**config.mk**
```make
export PLATFORM = sky130hd
export DESIGN_NAME = scanline_polygon_span_fill
export DESIGN_NICKNAME = d
export VERILOG_FILES = /design/src/design/spf_pkg.sv /design/src/design/spf_ram.sv /design/src/design/spf_ctrl.sv /design/src/design/spf_datapath.sv /design/src/design/scanline_polygon_span_fill.sv
export SDC_FILE = /design/constraint.sdc
export NUM_CORES = 2
export LEC_CHECK = 0
export BUFFER_PORTS_ARGS = -buffer_cell sky130_fd_sc_hd__buf_2
export CAP_MARGIN = 25
export CORE_MARGIN = 4
export CORE_UTILIZATION = 55
export CTS_CLUSTER_DIAMETER = 30
export DETAILED_ROUTE_END_ITERATION = 8
export PLACE_DENSITY = 0.71
export SETUP_SLACK_MARGIN = 0.15
export SLEW_MARGIN = 30
export SYNTH_ARGS = -nofsm -noshare
export SYNTH_HDL_FRONTEND = slang
export SYNTH_SLANG_ARGS = --single-unit
```
**constraint.sdc**
```tcl
create_clock -name clk -period 8.9 [get_ports clk]
set_clock_uncertainty 0.05 [all_clocks]
set_input_delay 1.78 -clock clk [delete_from_list [all_inputs] [get_ports clk]]
set_output_delay 1.78 -clock clk [all_outputs]
set_load 0.03 [all_outputs]
```
**src/design/spf_pkg.sv**
```systemverilog
// Shared constants, action codes and controller/datapath interface types.
package spf_pkg;

    localparam int SPF_MAX_VERTICES = 16;
    localparam int SPF_COORD_BITS   = 10;
    localparam int SUB_SHIFT        = 7;   // sample height step is 1/128 row

    localparam logic [1:0] ACT_CLEAR  = 2'd0;
    localparam logic [1:0] ACT_APPEND = 2'd1;
    localparam logic [1:0] ACT_QUERY  = 2'd2;

    typedef struct packed {
        logic clear;
        logic append;
        logic start;
        logic ld;
        logic mul;
        logic div;
        logic ins;
        logic fin;
        logic pop;
    } spf_cmd_t;

    typedef struct packed {
        logic cnt_zero;
        logic hit;
        logic past_last;
        logic div_last;
        logic out_last;
    } spf_stat_t;

endpackage

```
**src/design/spf_ram.sv**
```systemverilog
// Generic single-clock RAM, one write port, one registered read port.
module spf_ram #(
    parameter int WIDTH = 20,
    parameter int DEPTH = 16
) (
    input  logic                     clk,
    input  logic                     we,
    input  logic [$clog2(DEPTH)-1:0] waddr,
    input  logic [WIDTH-1:0]         wdata,
    input  logic [$clog2(DEPTH)-1:0] raddr,
    output logic [WIDTH-1:0]         rdata
);

    logic [WIDTH-1:0] mem_reg [DEPTH];

    always_ff @(posedge clk)
    begin
        if (we)
        begin
            mem_reg[waddr] <= wdata;
        end
        rdata <= mem_reg[raddr];
    end

endmodule

```
**src/design/spf_ctrl.sv**
```systemverilog
// Sequencing state machine: beat intake, edge walk, divide, insert, span output.
module spf_ctrl (
    input  logic              clk,
    input  logic              rst_n,
    input  logic              in_valid,
    output logic              in_ready,
    input  logic [1:0]        in_action,
    output logic              out_valid,
    input  logic              out_ready,
    input  spf_pkg::spf_stat_t stat,
    output spf_pkg::spf_cmd_t  cmd
);
    import spf_pkg::*;

    localparam logic [3:0] S_IDLE = 4'd0;
    localparam logic [3:0] S_RD   = 4'd1;
    localparam logic [3:0] S_LD   = 4'd2;
    localparam logic [3:0] S_MUL  = 4'd3;
    localparam logic [3:0] S_DIV  = 4'd4;
    localparam logic [3:0] S_INS  = 4'd5;
    localparam logic [3:0] S_NEXT = 4'd6;
    localparam logic [3:0] S_FIN  = 4'd7;
    localparam logic [3:0] S_EMIT = 4'd8;

    logic [3:0] state_reg;
    logic [3:0] state_next;
    logic       acc;

    assign in_ready  = (state_reg == S_IDLE);
    assign out_valid = (state_reg == S_EMIT);
    assign acc       = in_valid && in_ready;

    always_comb
    begin
        state_next = state_reg;
        cmd        = '0;
        unique case (state_reg)
            S_IDLE:
            begin
                if (acc)
                begin
                    unique case (in_action)
                        ACT_CLEAR:  cmd.clear = 1'b1;
                        ACT_APPEND: cmd.append = 1'b1;
                        ACT_QUERY:
                        begin
                            cmd.start  = 1'b1;
                            state_next = stat.cnt_zero ? S_FIN : S_RD;
                        end
                        default: ;
                    endcase
                end
            end
            S_RD:   state_next = S_LD;
            S_LD:
            begin
                cmd.ld     = 1'b1;
                state_next = stat.hit ? S_MUL : S_NEXT;
            end
            S_MUL:
            begin
                cmd.mul    = 1'b1;
                state_next = S_DIV;
            end
            S_DIV:
            begin
                cmd.div = 1'b1;
                if (stat.div_last)
                begin
                    state_next = S_INS;
                end
            end
            S_INS:
            begin
                cmd.ins    = 1'b1;
                state_next = S_NEXT;
            end
            S_NEXT: state_next = stat.past_last ? S_FIN : S_RD;
            S_FIN:
            begin
                cmd.fin    = 1'b1;
                state_next = S_EMIT;
            end
            S_EMIT:
            begin
                if (out_ready)
                begin
                    cmd.pop = 1'b1;
                    if (stat.out_last)
                    begin
                        state_next = S_IDLE;
                    end
                end
            end
            default: state_next = S_IDLE;
        endcase
    end

    always_ff @(posedge clk or negedge rst_n)
    begin
        if (!rst_n)
        begin
            state_reg <= S_IDLE;
        end
        else
        begin
            state_reg <= state_next;
        end
    end

endmodule

```
**src/design/spf_datapath.sv**
```systemverilog
// Vertex store, bounds, edge interpolation divider and sorted crossing list.
module spf_datapath #(
    parameter int MAX_VERTICES = spf_pkg::SPF_MAX_VERTICES,
    parameter int COORD_BITS   = spf_pkg::SPF_COORD_BITS
) (
    input  logic                  clk,
    input  logic                  rst_n,
    input  spf_pkg::spf_cmd_t     cmd,
    output spf_pkg::spf_stat_t    stat,
    input  logic [COORD_BITS-1:0] in_x,
    input  logic [COORD_BITS-1:0] in_y,
    input  logic [COORD_BITS-1:0] in_row,
    output logic [COORD_BITS-1:0] out_start,
    output logic [COORD_BITS-1:0] out_end,
    output logic [COORD_BITS-1:0] out_row,
    output logic                  out_none
);
    import spf_pkg::*;

    localparam int CB   = COORD_BITS;
    localparam int VW   = $clog2(MAX_VERTICES);
    localparam int CW   = $clog2(MAX_VERTICES + 2);
    localparam int NW   = CB + SUB_SHIFT;
    localparam int PW   = 2 * CB + SUB_SHIFT;
    localparam int SW   = $clog2(CB);

    // counts and bounds
    logic [CW-1:0] vcount_reg;
    logic [CB-1:0] xmin_reg;
    logic [CB-1:0] xmax_reg;
    logic [CW-1:0] idx_reg;
    logic [CW-1:0] nc_reg;
    logic [CW-1:0] pairs_reg;

    // payload
    logic [CB-1:0] row_reg;
    logic [CB-1:0] px_reg, py_reg;
    logic [CB-1:0] ax_reg, ay_reg, bx_reg, by_reg;
    logic [PW-1:0] rem_reg;
    logic [NW-1:0] den_reg;
    logic [CB-1:0] q_reg;
    logic [SW-1:0] step_reg;
    logic          neg_reg;
    logic [CB-1:0] cr_reg [MAX_VERTICES];

    // vertex store
    logic              full;
    logic              wr_en;
    logic [VW-1:0]     raddr;
    logic [2*CB-1:0]   rdata;
    logic [CB-1:0]     cx, cy;

    assign full  = (vcount_reg >= CW'(MAX_VERTICES));
    assign wr_en = cmd.append && !full;
    // closing edge rereads vertex zero
    assign raddr = (idx_reg == vcount_reg) ? '0 : idx_reg[VW-1:0];

    spf_ram #(
        .WIDTH(2 * CB),
        .DEPTH(MAX_VERTICES)
    ) u_vram (
        .clk  (clk),
        .we   (wr_en),
        .waddr(vcount_reg[VW-1:0]),
        .wdata({in_y, in_x}),
        .raddr(raddr),
        .rdata(rdata)
    );

    assign cx = rdata[CB-1:0];
    assign cy = rdata[2*CB-1:CB];

    // edge ordering and row test
    logic          swap;
    logic [CB-1:0] eax, eay, ebx, eby;
    logic          hit;

    assign swap = (cy < py_reg);
    assign eax  = swap ? cx : px_reg;
    assign eay  = swap ? cy : py_reg;
    assign ebx  = swap ? px_reg : cx;
    assign eby  = swap ? py_reg : cy;
    assign hit  = (idx_reg != '0) && (eay <= row_reg) && (row_reg < eby);

    // multiply operands
    logic [CB-1:0] dx;
    logic [CB-1:0] drow;
    logic [CB-1:0] dy;
    logic [NW-1:0] num;
    assign dx   = (bx_reg >= ax_reg) ? bx_reg - ax_reg : ax_reg - bx_reg;
    assign drow = row_reg - ay_reg;
    assign dy   = by_reg - ay_reg;
    assign num  = {drow, {SUB_SHIFT{1'b0}}} | NW'(1);

    // restoring divide, one quotient bit per cycle
    logic [PW-1:0] trial;
    logic          fits;
    assign trial = PW'(den_reg) << step_reg;
    assign fits  = (rem_reg >= trial);

    // crossing and sorted insert
    logic [CB-1:0] xc;
    logic          keep;
    assign xc   = neg_reg ? ax_reg - q_reg : ax_reg + q_reg;
    assign keep = (xc >= xmin_reg) && (xc <= xmax_reg) && (nc_reg < CW'(MAX_VERTICES));

    logic [CB-1:0] cr_ins [MAX_VERTICES];
    always_comb
    begin
        for (int j = 0; j < MAX_VERTICES; j++)
        begin
            logic upd;
            logic prev_le;
            upd     = (CW'(j) < nc_reg) ? (cr_reg[j] > xc) : (CW'(j) == nc_reg);
            prev_le = (j == 0) ? 1'b1 : (cr_reg[(j == 0) ? 0 : j - 1] <= xc);
            if (upd)
            begin
                cr_ins[j] = prev_le ? xc : cr_reg[(j == 0) ? 0 : j - 1];
            end
            else
            begin
                cr_ins[j] = cr_reg[j];
            end
        end
    end

    always_ff @(posedge clk or negedge rst_n)
    begin
        if (!rst_n)
        begin
            vcount_reg <= '0;
            xmin_reg   <= '1;
            xmax_reg   <= '0;
            idx_reg    <= '0;
            nc_reg     <= '0;
            pairs_reg  <= '0;
        end
        else
        begin
            if (cmd.clear)
            begin
                vcount_reg <= '0;
                xmin_reg   <= '1;
                xmax_reg   <= '0;
            end
            if (wr_en)
            begin
                vcount_reg <= vcount_reg + CW'(1);
                if (in_x < xmin_reg)
                begin
                    xmin_reg <= in_x;
                end
                if (in_x > xmax_reg)
                begin
                    xmax_reg <= in_x;
                end
            end
            if (cmd.start)
            begin
                idx_reg <= '0;
                nc_reg  <= '0;
            end
            if (cmd.ld)
            begin
                idx_reg <= idx_reg + CW'(1);
            end
            if (cmd.ins && keep)
            begin
                nc_reg <= nc_reg + CW'(1);
            end
            if (cmd.fin)
            begin
                pairs_reg <= nc_reg >> 1;
            end
            if (cmd.pop && pairs_reg > CW'(1))
            begin
                pairs_reg <= pairs_reg - CW'(1);
            end
        end
    end

    always_ff @(posedge clk)
    begin
        if (cmd.start)
        begin
            row_reg <= in_row;
        end
        if (cmd.ld)
        begin
            px_reg <= cx;
            py_reg <= cy;
            ax_reg <= eax;
            ay_reg <= eay;
            bx_reg <= ebx;
            by_reg <= eby;
        end
        if (cmd.mul)
        begin
            rem_reg  <= PW'(dx) * PW'(num);
            den_reg  <= {dy, {SUB_SHIFT{1'b0}}};
            neg_reg  <= (bx_reg < ax_reg);
            step_reg <= SW'(CB - 1);
            q_reg    <= '0;
        end
        if (cmd.div)
        begin
            if (fits)
            begin
                rem_reg         <= rem_reg - trial;
                q_reg[step_reg] <= 1'b1;
            end
            step_reg <= step_reg - SW'(1);
        end
        if (cmd.ins && keep)
        begin
            for (int j = 0; j < MAX_VERTICES; j++)
            begin
                cr_reg[j] <= cr_ins[j];
            end
        end
        if (cmd.pop)
        begin
            for (int j = 0; j < MAX_VERTICES - 2; j++)
            begin
                cr_reg[j] <= cr_reg[j + 2];
            end
        end
    end

    assign stat.cnt_zero  = (vcount_reg == '0);
    assign stat.hit       = hit;
    assign stat.past_last = (idx_reg > vcount_reg);
    assign stat.div_last  = (step_reg == '0);
    assign stat.out_last  = (pairs_reg <= CW'(1));

    assign out_none  = (pairs_reg == '0);
    assign out_start = out_none ? '0 : cr_reg[0];
    assign out_end   = out_none ? '0 : cr_reg[1];
    assign out_row   = row_reg;

endmodule

```
**src/design/scanline_polygon_span_fill.sv**
```systemverilog
// Top level of the scanline polygon span fill block.
//
//  channel | dir | beat payload
//  --------+-----+---------------------------------------------------------
//  s_*     | in  | tuser action; tdata vertex_x, vertex_y, scanline_y
//  m_*     | out | tdata span_start, span_end, row; tuser no_span; tlast
//
// Clear and append beats are accepted in the idle state. A query walks the n stored
// vertices through the single vertex RAM read port, runs the iterative divider for
// each edge that crosses the row, then gives one result beat per span, or one no_span
// beat if there is none. Input is held off from query accept until the last span beat
// is taken; m_tready low simply holds the current beat.
// Reset clears the vertex count and bounds; RAM contents need no clearing.
module scanline_polygon_span_fill #(
    parameter int MAX_VERTICES = spf_pkg::SPF_MAX_VERTICES,
    parameter int COORD_BITS   = spf_pkg::SPF_COORD_BITS,
    localparam int TW = ((3 * COORD_BITS + 7) / 8) * 8
) (
    input  logic          clk,
    input  logic          rst_n,
    input  logic          s_tvalid,
    output logic          s_tready,
    input  logic [TW-1:0] s_tdata,   // vertex_x, vertex_y, scanline_y, zero pad
    input  logic [1:0]    s_tuser,   // action
    output logic          m_tvalid,
    input  logic          m_tready,
    output logic [TW-1:0] m_tdata,   // span_start, span_end, row, zero pad
    output logic [0:0]    m_tuser,   // no_span
    output logic          m_tlast    // last_span
);
    import spf_pkg::*;

    localparam int CB = COORD_BITS;

    spf_cmd_t  cmd;
    spf_stat_t stat;

    logic [CB-1:0] span_start, span_end, row;
    logic          no_span;

    spf_ctrl u_ctrl (
        .clk      (clk),
        .rst_n    (rst_n),
        .in_valid (s_tvalid),
        .in_ready (s_tready),
        .in_action(s_tuser),
        .out_valid(m_tvalid),
        .out_ready(m_tready),
        .stat     (stat),
        .cmd      (cmd)
    );

    spf_datapath #(
        .MAX_VERTICES(MAX_VERTICES),
        .COORD_BITS  (COORD_BITS)
    ) u_dp (
        .clk      (clk),
        .rst_n    (rst_n),
        .cmd      (cmd),
        .stat     (stat),
        .in_x     (s_tdata[CB-1:0]),
        .in_y     (s_tdata[2*CB-1:CB]),
        .in_row   (s_tdata[3*CB-1:2*CB]),
        .out_start(span_start),
        .out_end  (span_end),
        .out_row  (row),
        .out_none (no_span)
    );

    assign m_tdata = TW'({row, span_end, span_start});
    assign m_tuser = no_span;
    // every query ends on its final span beat
    assign m_tlast = stat.out_last;

endmodule

```
==> results.json <==
{
  "grt_max_degree": 209,
  "end_kind": "register",
  "cp.required_ns": 9.46,
  "fin_tns_setup_ns": 0,
  "wirelength_mm": 97.30,
  "fp.dieArea_mm2": 0.07667,
  "cts_tree": "yes",
  "synth-seq-area-share_pct": 48.41,
  "rsz0062_at_grt": "false",
  "muxShareOfSynthArea_pct": 8.092,
  "worstMarginPinSlew_ns": 0.9851,
  "gr-total-overflow": 0,
  "largest_reg_flops": 320,
  "seq_area_mm2": 0.01926,
  "synth_fa_ha_area_share_pct": 15.21,
  "clk_latency_ns": 0.73,
  "first_global_vias": 28060,
  "fp-row-count": 98,
  "die_width_um": 276.9,
  "drtIter0Drc": 2310,
  "async_flop_share_pct": 6.607,
  "synth_seq_cells": 666,
  "post-route-period-util_pct": 90.84,
  "syn_inst": 3543,
  "slowest_delay_ns": 0.56,
  "fin_crit_ns": 8.085,
  "drc": 0,
  "htree_levels": 4,
  "yosys-top-cells-area": "edfxtp_1 43%, ha_1 12%, mux2i_1 3.7%, fa_1 3.5%, a21oi_1 2.9%",
  "grt_pass1_wl_mm": 153.9,
  "cap_violations": 0,
  "synth_ff_type": "edfxtp_1",
  "cp_slowest_cell": "xor2_1",
  "dp_slack_ns": 0.8467,
  "cts_resized": 0,
  "avgSynthCellArea_um2": 11.22,
  "hold_viol_final": 0,
  "area_growth_pct": 16.43,
  "core_area_mm2": 0.07161,
  "num_vias": 28180,
  "synth_top_area_share_pct": 42.89,
  "initial_core_util_pct": 55.53,
  "grt_util_all_layers_pct": 25.16,
  "multi_input_area_mm2": 0.01914,
  "crit_path_start_kind": "register",
  "hpwl_mm": 64.66,
  "drive_gt1_share_pct": 14.95,
  "postCtsHoldBufs": 0,
  "dp.cells": 4487,
  "yosysMostFrequentCell": "edfxtp_1",
  "clk_path_buf_depth": 3,
  "cts_sinks": 666,
  "ys_warn_count": 0,
  "vias_per_cell": 5.942,
  "clk_pin_slew_worst_paths_ns": 0.05,
  "worstSetupPathType": "register to register",
  "status": "completed",
  "synthDistinctLibCells": 83,
  "place_congestion": 0.8829,
  "fin_util_pct": 64.66,
  "cts_setup_buffers": 0,
  "drt_first_pass_iters": 5,
  "n_fill_cell": 5411,
  "synth-simple-area-share_pct": 10.66,
  "antenna_found_initial": 4,
  "synth_top_family_by_area": "adder cells",
  "synth-xor-area-share_pct": 1.696,
  "wl_per_cell_um": 20.51,
  "cts_made_buffers": 138,
  "io_pins": 74,
  "synth_edf_count": 568,
  "ant_nets": 0,
  "nNetsFinal": 4157,
  "path_max_fanout": 12,
  "synth_compound_area_share_pct": 11.99,
  "slew_violations": 0,
  "synth_area_mm2": 0.03977,
  "synth_top_area_cell": "edfxtp_1",
  "max_freq_mhz": 123.7,
  "numPortBuffers": 69,
  "synth_common_cells": "568 x edfxtp_1, 373 x ha_1, 289 x nor2_1",
  "arrival_ns": 8.65,
  "clock-root-buffer": "clkbuf_16",
  "fin_cells": 4743,
  "dieHeight_um": 276.9,
  "setup_viol": 0,
  "worstHoldPathType": "register to register",
  "slew_headroom_pct": 34.33,
  "layout_setup_ws_ns": 0.8154
}
## metrics by stage
stage                     area [um2]  hold WS, ns
after floorplan                39770       0.3707
after global placement         41480       0.3853
after detailed placement       41490       0.3889
after CTS                      46280       0.4050
after global routing           46300       0.4281
final                          46300       0.3987
## routing by layer
metal	routed length, um	share of wire [%]	global-route usage (%)
met1	42340	44	35.04
met2	46030	47	40.66
met3	6558	6.7	4.004
met4	2346	2.4	8.347
met5	20	0.021	0
## cells by family (layout without fill, tap and decap cells)
family | count (synthesis) | after routing
adders and majority gates | 442 | 442
muxes | 262 | 262
xor gates and xnor gates | 77 | 77
AOI/OAI and AO/OA | 774 | 774
buffers and inverters | 403 | 651
DFF | 666 | 666
and+or+nand+nor | 918 | 918
other | 1 | 3
## final timing paths
path / startpoint / to / cells after the start / slack, ns
max in group asynchronous: rst_n / u_dp.idx_reg[0]$_DFFE_PN0P_ / 2 / 7.20
max: u_dp.bx_reg[0]$_DFFE_PP_ / u_dp.rem_reg[26]$_DFF_P_ / 31 / 0.82
max reg2reg: u_dp.bx_reg[0]$_DFFE_PP_ / u_dp.rem_reg[26]$_DFF_P_ / 31 / 0.82
min reg2reg: u_dp.u_vram.rdata[5]$_DFF_P_ / u_dp.px_reg[5]$_DFFE_PP_ / 0 / 0.40
min: u_dp.u_vram.rdata[5]$_DFF_P_ / u_dp.px_reg[5]$_DFFE_PP_ / 0 / 0.40
min in group asynchronous: rst_n / u_dp.xmax_reg[4]$_DFF_PN0_ / 2 / 1.10
## final cells by class
cell class	count	area share, %
flip-flops and latches	666	41.59
clock buffers	161	7.732
repair buffers	159	2.232
well taps	950	2.567
multi-input cells	2475	41.34
diodes	1	0.005405
clock inverters	94	2.611
inverters	237	1.921
## layout by cell type (no fill, tap or decap), types with 14 or more instances in the layout
master,Yosys,routed
clkbuf_1,139,19
and3_1,58,58
nand2_1,275,272
xor2_1,33,31
a211oi_1,69,69
dfxtp_1,54,54
xnor2_1,44,41
o21a_1,24,24
dfrtp_1,34,32
nor3_1,31,26
buf_4,4,89
nand4_1,30,30
inv_1,237,236
clkbuf_16,0,138
a21oi_1,234,231
edfxtp_1,568,568
clkinvlp_4,0,14
nand3_1,74,73
and2_1,14,14
ha_1,373,373
a21o_1,56,56
mux2_2,76,76
nor2b_1,68,68
o21ai_0,202,201
mux4_2,40,40
mux2i_1,146,146
buf_2,10,69
nor2_1,289,274
clkinv_2,0,27
a31oi_1,58,58
fa_1,69,69
nand2b_1,37,37
## critical path, delay by kind of cell, from the launching register on
family	cells	cell delay [ns]
flops	1	0.40
mux	1	0.40
buf+inv	6	0.33
compound gates	9	1.63
fa+ha+maj	8	3.45
simple gates	5	0.93
xor+xnor	2	0.77
Power is not shown: default switching activity piles up to over one toggle a cycle in this logic, so the estimate is an artifact.
